--- config.mk ---
export PLATFORM = sky130hd
export DESIGN_NAME = osps_divu
export DESIGN_NICKNAME = d
export VERILOG_FILES = /design/src/hw/rtl/osps_pkg.sv /design/src/hw/rtl/osps_divu.sv
export SDC_FILE = /design/constraint.sdc
export NUM_CORES = 1
export LEC_CHECK = 0
export BUFFER_PORTS_ARGS = -buffer_cell sky130_fd_sc_hd__buf_4
export CAP_MARGIN = 20
export CORE_ASPECT_RATIO = 1.1
export CORE_UTILIZATION = 30
export CTS_CLUSTER_SIZE = 14
export DETAILED_ROUTE_END_ITERATION = 12
export SLEW_MARGIN = 20
export SYNTH_ARGS = -nofsm -noshare
export SYNTH_HDL_FRONTEND = slang
export SYNTH_SLANG_ARGS = --single-unit
export TNS_END_PERCENT = 5
--- constraint.sdc ---
create_clock -name aclk -period 3.25 [get_ports aclk]
set_input_delay 0.4875 -clock aclk [delete_from_list [all_inputs] [get_ports aclk]]
set_output_delay 0.4875 -clock aclk [all_outputs]
set_load 0.01 [all_outputs]
--- src/hw/rtl/osps_pkg.sv ---
// ----------------------------------------------------------------------------
// osps_pkg: shared constants for the odd-only segmented prime sieve
// Widths, segment geometry and sequencer state codes.
// ----------------------------------------------------------------------------
package osps_pkg;

    localparam int LIMIT_W     = 32;
    localparam int SEG_NUM_W   = 19;
    localparam int SEG_WORDS   = 64;
    localparam int WORD_W      = 64;
    localparam int WOFF_W      = 6;
    localparam int SEG_BITS_W  = 12;                 // log2(64*64)
    localparam int MAX_BASE    = 8192;
    localparam int BASE_IDX_W  = 13;
    localparam int BASE_CNT_W  = 14;
    localparam int PRIME_W     = 16;
    localparam int SMALL_BITS  = 32768;              // odd numbers below 2^16
    localparam int SMALL_IDX_W = 15;
    localparam int SMALL_WORDS = SMALL_BITS / WORD_W;
    localparam int SMALL_WA_W  = 9;
    localparam int POS_W       = 32;                 // odd bit index width

    localparam logic [4:0] ST_IDLE   = 5'd0;
    localparam logic [4:0] ST_SQRT   = 5'd1;
    localparam logic [4:0] ST_SFILL  = 5'd2;
    localparam logic [4:0] ST_SPICK  = 5'd3;
    localparam logic [4:0] ST_SPRD   = 5'd4;
    localparam logic [4:0] ST_SCHK   = 5'd5;
    localparam logic [4:0] ST_SCRD   = 5'd6;
    localparam logic [4:0] ST_SCWR   = 5'd7;
    localparam logic [4:0] ST_SCOL   = 5'd8;
    localparam logic [4:0] ST_SCOLW  = 5'd9;
    localparam logic [4:0] ST_FILL   = 5'd10;
    localparam logic [4:0] ST_PRD    = 5'd11;
    localparam logic [4:0] ST_PDAT   = 5'd12;
    localparam logic [4:0] ST_DIV    = 5'd13;
    localparam logic [4:0] ST_FIRST  = 5'd14;
    localparam logic [4:0] ST_CRD    = 5'd15;
    localparam logic [4:0] ST_CWR    = 5'd16;
    localparam logic [4:0] ST_ORD    = 5'd17;
    localparam logic [4:0] ST_OUT    = 5'd18;
    localparam logic [4:0] ST_OOR    = 5'd19;
    localparam logic [4:0] ST_ODAT   = 5'd20;

endpackage

--- src/hw/rtl/osps_divu.sv ---
// ----------------------------------------------------------------------------
// osps_divu: radix-2 restoring divider
// Unsigned 33-bit dividend by 16-bit divisor, one quotient bit per cycle.
// ----------------------------------------------------------------------------
module osps_divu
    import osps_pkg::*;
(
    input  logic               aclk,
    input  logic               aresetn,
    input  logic               start,
    input  logic [32:0]        dividend,
    input  logic [PRIME_W-1:0] divisor,
    output logic               done,
    output logic [32:0]        quotient
);

    logic [32:0]        q_reg, q_next;
    logic [PRIME_W:0]   r_reg, r_next;
    logic [PRIME_W-1:0] d_reg, d_next;
    logic [5:0]         cnt_reg, cnt_next;
    logic               busy_reg, busy_next;
    logic [PRIME_W+1:0] trial;

    always_comb begin
        q_next    = q_reg;
        r_next    = r_reg;
        d_next    = d_reg;
        cnt_next  = cnt_reg;
        busy_next = busy_reg;
        done      = 1'b0;
        trial     = {r_reg, q_reg[32]} - {2'b00, d_reg};
        if (start) begin
            q_next    = dividend;
            r_next    = '0;
            d_next    = divisor;
            cnt_next  = 6'd33;
            busy_next = 1'b1;
        end else if (busy_reg) begin
            if (!trial[PRIME_W+1]) begin
                r_next = trial[PRIME_W:0];
                q_next = {q_reg[31:0], 1'b1};
            end else begin
                r_next = {r_reg[PRIME_W-1:0], q_reg[32]};
                q_next = {q_reg[31:0], 1'b0};
            end
            cnt_next = cnt_reg - 6'd1;
            if (cnt_reg == 6'd1) begin
                busy_next = 1'b0;
                done      = 1'b1;
            end
        end
    end

    assign quotient = q_next;

    always_ff @(posedge aclk) begin
        if (!aresetn) begin
            busy_reg <= 1'b0;
            cnt_reg  <= '0;
        end else begin
            busy_reg <= busy_next;
            cnt_reg  <= cnt_next;
        end
        q_reg <= q_next;
        r_reg <= r_next;
        d_reg <= d_next;
    end

endmodule
# Word level (Yosys, flattened, before mapping)
# Cells that the tools add are included.
[word_totals] register_bits=73 input_bits=52 out_inout_bits=34 wordCells=24
[classes] n_addsub=2 n_eq_ne=1 n_mux=12 bitwise=1 reduce_logical=2
[op_table] op="$mux W33" n=2
[op_table] op="$sub A18 B16 Y18" n=1
[op_table] op="$mux W17" n=1
[op_table] op="$mux W6" n=2
[op_table] op="$mux W1" n=7
[op_table] op="$eq A6 B1 Y1 const B" n=1
[op_table] op="$sub A6 B1 Y6 const B" n=1
[op_table] op="$reduce_bool A2 Y1" n=1
[op_table] op="$reduce_or A2 Y1" n=1
[op_table] op="$not A1 Y1" n=1

# Logic depth before layout (Yosys ltp)
# Gate-level depths: netlist (run 1).
[depth] ltp_word=4 mapped_depth=11 mapped_depth_nobuf=10

# Least setup slack after synthesis (run 1)
# No wires, ideal clock.
[synth_timing] path_type="flip-flop to output port" startpoint="register d_reg[12]" endpoint="output quotient[0]" t_arrival_ns=2.332 t_required_ns=2.762 setup_slack_ns=0.430 stages_incl_launch_ff=11 n_path_buf=1 cell_sequence="edfxtp_1 -> inv_1 -> ha_1 -> buf_2 -> a21oi_1 -> nor2_1 -> a2111oi_2 -> o21ai_4 -> xor2_4 -> nand2_1 -> a2bb2oi_1"
[synth_between] elab_chain_cells=4
[synth_lines] element="from (decl)" line_no="osps_divu.sv:19" source="logic [PRIME_W-1:0] d_reg, d_next;"
[synth_lines] element="from (signal assigned)" line_no="osps_divu.sv:66" source="d_reg <= d_next;"
[synth_lines] element="$sub A18 B16 Y18" line_no="osps_divu.sv:31" source="trial = {r_reg, q_reg[32]} - {2'b00, d_reg};"
[synth_lines] element="$mux W1" line_no="osps_divu.sv:39" source="if (!trial[PRIME_W+1]) begin"
[synth_lines] element="$mux W33" line_no="osps_divu.sv:38" source="end else if (busy_reg) begin"
[synth_lines] element="$mux W33" line_no="osps_divu.sv:32" source="if (start) begin"
[synth_lines] element="to (decl)" line_no="osps_divu.sv:14" source="output logic [32:0] quotient"
# No other way between the ends.

# Worst setup path in the final report (run 1)
# Ends and elaborated chain as after synthesis.

==> metrics, run 1 <==
outcome=finished, final reports clean; Port Buffers=85; post-synth net total=511; synth cell count leaders=nand2_1 (63), dfxtp_1 (57), o21ai_0 (47), mux2i_1 (33), nor2_1 (31); global-route wire length before repair=15.2 mm; register area share after synthesis=0.414; layout cell share with drive strength beyond 1=0.237; FMAX=326 MHz; largest net degree at the start of global routing=52; crit path max fanout=10; register area=0.00162 mm²; Worst Tran Pin Value=0.552 ns; filler instances=about 1,300; main flop type after synthesis=dfxtp_1; Bufs and invs on worst path=2; syn_area_per_cell=8.90 µm²; drt total wl=9.41 mm; First-pass DRT Iterations=4; Final TNS setup=0 ns; DR vias/cell=4.98; Hold-fix buffers, CTS=0; Async SR Flop Fraction=0; clk slew on worst S/H paths=0.06 ns; Tmin final=3.07 ns; Final setup viols=0; final hold violations=0; Inserted Clock Buffers=9; synth unique cells=53; Clock Latency Late Sink=0.33 ns; WP data arrival=~2.6 ns; area added between synthesis and finish=29.8%; die area=0.0135 mm²; DR WL/cell=13.7 µm; Initial Util=0.310; Antenna Nets Post-Route=0; synthesis warning total=0; gr ovfl total=0; DR iter-0 viols=approximately 140; hpwl dp=around 6.9 mm; row count=43; nets=a little under 600; CTS tree=built; CTS root buffer=clkbuf_16; DRC=0; Clock Skew=0.00468 ns; final cycle utilization of the critical path=0.944; worst slack at placement=approximately 0.28 ns; GRT Resource Usage Total=0.140; Post-synth EDFFs=16; clock sink count=73; top cell type's share of synthesized area=0.291; Power Dens Cells=~560 mW/mm²; GP Congestion=0.880; Critical-path top delay cell=a2111oi_4; final hold slack=0.329 ns; Post-Syn Area=0.00392 mm²; Multi-input gate area=approximately 0.0021 mm²; Slew HR=0.632; area leader, netlist=dfxtp_1; Worst setup EP type=output port; Pins Over Slew Limit=0; placed insts=669; post-synthesis cell count=440; delay of the slowest cell on the worst path=0.40 ns; Die Ht=122 µm; max FFs per register=33; cell types occupying the most area after synthesis=dfxtp_1 (29%), edfxtp_1 (12%), mux2i_1 (8.4%); io pins=between 80 and 90; Final Power=2.87 mW; area of the core=between 0.01 and 0.015 mm²; initial antenna violation count=0; #FFs+latches synth=73; RSZ-0062 raised after global routing=no; Setup crit start kind=flop; Max IR drop VDD=between 0.2 and 0.25 mV; cell with the most instances after synthesis=nand2_1; Antenna Cells=0; critical path cell sequence=inv_1 > ha_2 > a21oi_2 > nor2_1 > a2111oi_4 > o21ai_4 > xor2_4 > nand2_1 > a2bb2oi_2 > buf_4; Worst Hold Class=input pin to flop; total number of vias=3,426; Crit Path Category=flop to output port; max cap viols=0; clock buffer depth=2; number of global-route vias before repair=approximately 3,300; CP required=2.76 ns; Die X=between 100 and 150 µm; H-tree depth=3; setup slack after layout=around 0.18 ns; final cell count without fillers=between 600 and 700; leakage power figure=about 2.2 nW; Top Family by Delay on Critical Path=compound AO/OA/AOI/OAI gates
final timing paths:
check                           cells after the start                       to                     from  slack (ns)
worst max-delay path                               10              quotient[0]      d_reg[12]$_DFFE_PP_        0.18
worst min-delay path                                1       d_reg[1]$_DFFE_PP_               divisor[1]        0.33
worst max register to register                     11    r_reg[0]$_SDFFE_PP0P_      d_reg[12]$_DFFE_PP_        0.53
worst min register to register                      2  cnt_reg[1]$_SDFFE_PP0P_  cnt_reg[1]$_SDFFE_PP0P_        0.50
where the power goes:
group          internal [mW]  switching, mW
Clock                  0.633          0.376
Combinational          0.353          0.412
Sequential              1.02         0.0694
Total                   2.01          0.857
cell usage in the layout (no fill, tap or decap), drive strengths merged, types with 16 or more instances in the layout:
master	n
mux2i	33
ha	18
a21oi	16
o21ai	50
edfxtp	16
dfxtp	57
buf	96
nor2	31
inv	27
nand2	63
cell families (layout without fill, tap and decap cells):
| kind of cell | after synthesis | after routing | synth area share |
|---|---|---|---|
| AO/OA/AOI/OAI | 106 | 106 | 0.172 |
| XOR/XNOR | 15 | 15 | 0.0383 |
| adder cells (fa/ha/maj) | 19 | 19 | 0.0626 |
| buffers and inverters | 47 | 138 | 0.0495 |
| flip-flops | 73 | 73 | 0.414 |
| multiplexers | 35 | 35 | 0.0901 |
| AND/OR/NAND/NOR | 145 | 145 | 0.173 |
layout make-up:
class,count,area share
inverter,26,0.0192
clock inverter,2,0.00295
tap,157,0.0386
timing repair buffer,96,0.142
multi-input combinational,320,0.420
sequential,73,0.319
clock buffer,14,0.0583
repair_timing:
action	4_1_cts	5_1_grt
pin swaps	0	4
buffers inserted	0	3
setup endpoints to repair	1	1
gates resized for setup	1	6
metrics by stage:
stage               cell area (µm²)  utilization
finish                         5080        0.402
global route                   5080        0.402
CTS                            5040        0.399
detailed placement             4720        0.373
global placement               4720        0.373
floorplan                      3920            -
layer usage:
| layer | share of wire | vias to the layer above | track usage |
|---|---|---|---|
| met2 | 0.50 | 71 | 0.243 |
| met5 | 0 | - | 0 |
| met1 | 0.43 | 1597 | 0.164 |
| met4 | 0.027 | 0 | 0.0725 |
| li1 | - | 1742 | - |
| met3 | 0.041 | 16 | 0.0313 |
No activity file was read; power rests on OpenSTA's default activity.
==> inputs of run 2 (changes only) <==
--- a/config.mk
+++ b/config.mk
@@ -9,8 +9,10 @@
 export CAP_MARGIN = 20
 export CORE_ASPECT_RATIO = 1.1
 export CORE_UTILIZATION = 30
+export CTS_CLUSTER_DIAMETER = 120
 export CTS_CLUSTER_SIZE = 14
 export DETAILED_ROUTE_END_ITERATION = 12
+export GPL_TIMING_DRIVEN = 0
 export SLEW_MARGIN = 20
 export SYNTH_ARGS = -nofsm -noshare
 export SYNTH_HDL_FRONTEND = slang
==> metrics, run 2 (synthesized netlist as in run 1, its figures left out) <==
Worst Setup EP=quotient[0]; most frequent cells in the layout=buf_4 (90), nand2_1 (62), dfxtp_1 (57), o21ai_0 (47), mux2i_1 (33); First-pass DRT Iterations=6 (+2); filler instances=1,284 (unchanged); worst-case reg-to-reg path depth=10 (-1); Final Power=2.87 mW (about the same); Antenna Nets Post-Route=0 (unchanged); CTS root buffer=clkbuf_16; outcome=finished, final reports clean; Antenna Cells=0 (unchanged); global-route wire length before repair=16.8 mm (+10%); Worst Tran Pin Value=0.697 ns (+0.145 ns); area of the core=0.0126 mm² (unchanged); Inserted Clock Buffers=9 (unchanged); final hold violations=0 (unchanged); FMAX=324 MHz (-0.69%); crit path max fanout=4 (-6); FF-to-FF End=r_reg[14]$_SDFFE_PP0P_; Power Dens Cells=560 mW/mm² (-0.80%); WP data arrival=2.60 ns (+0.02 ns); RSZ-0062 raised after global routing=no; Die Ht=122 µm (unchanged); Max IR drop VDD=0.291 mV (+43%); Worst setup EP type=output port; reg2reg setup slack=0.43 ns (-0.10 ns); nets=612 (+2.5%); final cycle utilization of the critical path=0.951 (+0.00653); max cap viols=0 (unchanged); Initial Util=0.310 (unchanged); Clock Latency Late Sink=0.33 ns (about the same); DR iter-0 viols=163 (+18%); Final Core Density=0.405 (+0.00327); largest net degree at the start of global routing=20 (-62%); initial antenna violation count=0 (unchanged); GP Congestion=0.851 (-3.2%); GRT Resource Usage Total=0.156 (+0.0153); row count=43 (unchanged); Setup crit start kind=flop; drt total wl=10.3 mm (+9.9%); die area=0.0135 mm² (unchanged); Clock Skew=0.00598 ns (+0.00130 ns); DR WL/cell=14.7 µm (+7.6%); most common cell after layout, fill and taps aside=buf_4; Die X=111 µm (unchanged); area added between synthesis and finish=30.9%; clock sink count=73 (unchanged); layout cell share with drive strength beyond 1=0.231 (-0.00652); Slew HR=0.535 (-0.0962); clk slew on worst S/H paths=0.06 ns (about the same); Crit Path Category=flop to output port; CTS tree=built; Worst Hold Class=input pin to flop; DR vias/cell=5.03 (+0.95%); clock buffer depth=2 (unchanged); H-tree depth=3 (unchanged); hpwl dp=7.50 mm (+8.7%); number of global-route vias before repair=3,431 (+3.6%); gr ovfl total=0 (unchanged); Port Buffers=85 (unchanged); leakage power figure=2.16 nW (+0.43%); io pins=86 (unchanged); CP required=2.76 ns (about the same); max FFs per register=33 (unchanged); Worst Setup SP=d_reg[1]$_DFFE_PP_; Final setup viols=0 (unchanged); Tmin final=3.09 ns (+0.0212 ns); Pins Over Slew Limit=0 (unchanged); final hold slack=0.327 ns (-0.00136 ns); total number of vias=3,534 (+3.2%); reg2reg start=q_reg[32]$_DFF_P_; DRC=0 (unchanged)
-- run 2: changes by cell type in the layout (fill, tap and decap cells not counted), moves of 2 or more --
cell      change
clkbuf_1     +12
buf_4         -6
ha_1          +2
a21oi_1       -2
buf_6         +2
ha_2          -2
a21oi_2       +2
inv_6         +2
buf_1         +3
-- run 2: cell type report --
type / count / area, µm² / share of cell area
well taps: 157 / 196 / 0.0383
clock buffers: 10 / 250 / 0.0488
flip-flops and latches: 73 / 1620 / 0.316
clock inverters: 6 / 45.0 / 0.00879
multi-input cells: 320 / 2140 / 0.417
inverters: 26 / 97.6 / 0.0190
repair buffers: 90 / 676 / 0.132
plain buffers: 21 / 98.8 / 0.0193
-- run 2: stage by stage --
| stage | instance area, µm² | TNS (ns) | instances | worst slack, ns |
|---|---|---|---|---|
| final | 5120 | 0 | 703 | 0.160 |
| after global routing | 5120 | 0 | 703 | 0.0281 |
| after CTS | 5100 | 0 | 702 | 0.0635 |
| after detailed placement | 4750 | -0.0210 | 682 | -0.0210 |
| after global placement | 4750 | -0.0262 | 682 | -0.0262 |
| after floorplan | 3920 | 0 | 440 | 0.430 |
-- run 2: how the worst min path moves through the flow --
| stage | from | end | slack (ns) | depth (start not counted) |
|---|---|---|---|---|
| 6_report | divisor[2] | d_reg[2]$_DFFE_PP_ | 0.33 | 1 |
| 5_1_grt | divisor[5] | d_reg[5]$_DFFE_PP_ | 0.32 | 1 |
| 4_1_cts | divisor[7] | d_reg[7]$_DFFE_PP_ | 0.32 | 1 |
| 3_5_place_dp | cnt_reg[1]$_SDFFE_PP0P_ | cnt_reg[1]$_SDFFE_PP0P_ | 0.49 | 2 |
| 3_3_place_gp | cnt_reg[1]$_SDFFE_PP0P_ | cnt_reg[1]$_SDFFE_PP0P_ | 0.49 | 2 |
| 2_1_floorplan | r_reg[11]$_SDFFE_PP0P_ | r_reg[11]$_SDFFE_PP0P_ | 0.45 | 2 |
-- run 2: power breakdown --
group | total [mW] | internal [mW] | switching, mW
Sequential | 1.08 | 1.02 | 0.0572
Combinational | 0.813 | 0.365 | 0.448
Clock | 0.974 | 0.569 | 0.405
-- run 2: routing by layer --
metal,up-vias,track usage,wire [µm]
li1,1768,-,-
met1,1663,0.195,4620
met2,84,0.264,5050
met3,19,0.0274,405
met4,0,0.0675,271
met5,-,0,0
-- run 2: timing repair --
action,CTS,global route
buffers inserted,4,1
hold buffers,0,0
pin swaps,3,3
setup endpoints to repair,1,1
gates resized for setup,3,6
-- run 2: critical path: stages (launching register included) --
cell	delay, ns
edfxtp_1	0.38
inv_1	0.06
ha_1	0.26
nor2b_1	0.18
o2111a_1	0.26
o211ai_1	0.12
buf_4	0.16
o21ai_4	0.20
xor2_4	0.16
nand2_1	0.13
a2bb2oi_2	0.19
buf_4	0.14
==> inputs of run 3 (changes only) <==
--- a/config.mk
+++ b/config.mk
@@ -8,11 +8,12 @@
 export BUFFER_PORTS_ARGS = -buffer_cell sky130_fd_sc_hd__buf_4
 export CAP_MARGIN = 20
 export CORE_ASPECT_RATIO = 1.1
-export CORE_UTILIZATION = 30
+export CORE_UTILIZATION = 55
 export CTS_CLUSTER_DIAMETER = 120
 export CTS_CLUSTER_SIZE = 14
 export DETAILED_ROUTE_END_ITERATION = 12
 export GPL_TIMING_DRIVEN = 0
+export PLACE_DENSITY = 0.81
 export SLEW_MARGIN = 20
 export SYNTH_ARGS = -nofsm -noshare
 export SYNTH_HDL_FRONTEND = slang
==> metrics, run 3 (synthesized netlist as in run 1, its figures left out) <==
total number of vias=3,686 (+4.3%); die area=0.00746 mm² (-45%); worst slack at placement=-0.0814 ns (-0.0604 ns); First-pass DRT Iterations=5 (-1); Final TNS setup=0 ns (unchanged); setup slack after layout=0.159 ns (-0.000741 ns); WP data arrival=2.60 ns (about the same); crit path max fanout=6 (+2); Setup crit start kind=flop; most common cell after layout, fill and taps aside=buf_4; number of global-route vias before repair=3,488 (+1.7%); most frequent cells in the layout=buf_4 (92), nand2_1 (61), dfxtp_1 (57), o21ai_0 (47), mux2i_1 (33); CTS tree=built; Tmin final=3.09 ns (+0.000741 ns); clock sink count=73 (unchanged); hpwl dp=7.14 mm (-4.8%); Inserted Clock Buffers=9 (unchanged); largest net degree at the start of global routing=20 (unchanged); layout cell share with drive strength beyond 1=0.239 (+0.00828); area added between synthesis and finish=27.0%; final cycle utilization of the critical path=0.951 (about the same); Worst setup EP type=output port; post-detailed-placement cell area=0.00466 mm² (-2.0%); fin area=0.00497 mm² (-3.0%); Clock Skew=0.00485 ns (-0.00113 ns); io pins=86 (unchanged); DR WL/cell=15.6 µm (+6.1%); drt total wl=9.83 mm (-4.9%); Reg power frac=0.419 (+0.042); clock buffer depth=2 (unchanged); CP required=2.76 ns (about the same); FMAX=324 MHz (about the same); CTS root buffer=clkbuf_8; outcome=finished, final reports clean; Hold-fix buffers, CTS=0 (unchanged); GP Congestion=0.898 (+5.5%); global-route wire length before repair=15.6 mm (-6.8%); Initial Util=0.580 (+0.271); Slew HR=0.548 (+0.0129); switch share=0.341 (+0.0236); RSZ-0062 raised after global routing=no; initial antenna violation count=0 (unchanged); Pins Over Slew Limit=0 (unchanged); NetSw=880 µW (-3.4%); Antenna Cells=0 (unchanged); Port Buffers=85 (unchanged); Die X=82.5 µm (-26%); DR vias/cell=5.85 (+16%); Final Power=2.58 mW (-10%); max cap viols=0 (unchanged); Crit Path Category=flop to output port; H-tree depth=3 (unchanged); nets=614 (+0.33%); Comb pwr share=0.326 (+0.043); gr ovfl total=0 (unchanged); DR iter-0 viols=328 (+100%); row count=31 (-28%); final hold violations=0 (unchanged); leakage power figure=2.12 nW (-2.0%); area of the core=0.00675 mm² (-47%); Die Ht=90.5 µm (-26%); Worst Hold Class=input pin to flop; internal power=1.70 mW (-13%); final hold slack=0.304 ns (-0.0228 ns); placed insts=607 (-11%); Max IR drop VDD=0.320 mV (+10%); clock share of power=0.255 (-0.085); Worst Tran Pin Value=0.678 ns (-0.0194 ns); final cell count without fillers=630 (-10%); Power Dens Cells=519 mW/mm² (-7.3%); Final setup viols=0 (unchanged); Final Core Density=0.737 (+0.331); Clock Latency Late Sink=0.35 ns (+0.02 ns); max FFs per register=33 (unchanged); Antenna Nets Post-Route=0 (unchanged); DRC=0 (unchanged); GRT Resource Usage Total=0.276 (+0.121); clk slew on worst S/H paths=0.08 ns (+0.02 ns)
-- run 3: cell types whose count changed in the layout (fill, tap and decap cells not counted), sizes merged --
cell / previous run / this run
inv: 29 / 27
clkinvlp: 1 / 3
buf: 96 / 98
-- run 3: worst paths after layout --
path,startpoint,endpoint,slack (ns),cells after the start
setup / recovery,d_reg[13]$_DFFE_PP_,quotient[0],0.16,10
hold / removal,divisor[4],d_reg[4]$_DFFE_PP_,0.30,1
setup reg to reg,d_reg[6]$_DFFE_PP_,r_reg[1]$_SDFFE_PP0P_,0.45,12
hold reg to reg,r_reg[4]$_SDFFE_PP0P_,r_reg[5]$_SDFFE_PP0P_,0.50,2
-- run 3: final cells by class --
| type | instances | area (µm²) |
|---|---|---|
| timing repair buffer | 92 | 691 |
| fill | 516 | 1780 |
| inverter | 26 | 97.6 |
| multi-input combinational | 320 | 2180 |
| buffer | 21 | 98.8 |
| sequential | 73 | 1620 |
| clock buffer | 10 | 138 |
| clock inverter | 6 | 42.5 |
| tap | 82 | 103 |
-- run 3: power by group through the flow --
| stage | registers [mW] | clock network, mW | logic, mW |
|---|---|---|---|
| finish | 1.08 | 0.656 | 0.841 |
| global placement | 1.10 | 0 | 0.749 |
| floorplan | 1.08 | 0 | 0.525 |
| detailed placement | 1.10 | 0 | 0.769 |
| CTS | 1.08 | 0.662 | 0.795 |
| global route | 1.09 | 0.705 | 0.915 |
-- run 3: worst max-delay path, cell delays in order, from the launching register on --
cell and delay [ns]:
edfxtp_1 0.34, inv_1 0.06, ha_1 0.42, nand3_4 0.14, nor4_4 0.34, inv_2 0.11
o21ai_4 0.23, xor2_4 0.18, nand2_2 0.10, a2bb2oi_2 0.19, buf_4 0.14
-- run 3: repair_timing --
action,CTS,global route
hold endpoints to repair,0,0
setup endpoints to repair,1,1
gates resized for setup,5,11
buffers inserted,2,5
pin swaps,2,7
-- run 3: per-layer routing --
layer  wire [µm]  GRT usage
met3         625     0.0525
met2        4800      0.450
met4         280      0.143
met5           0          0
met1        4120      0.338
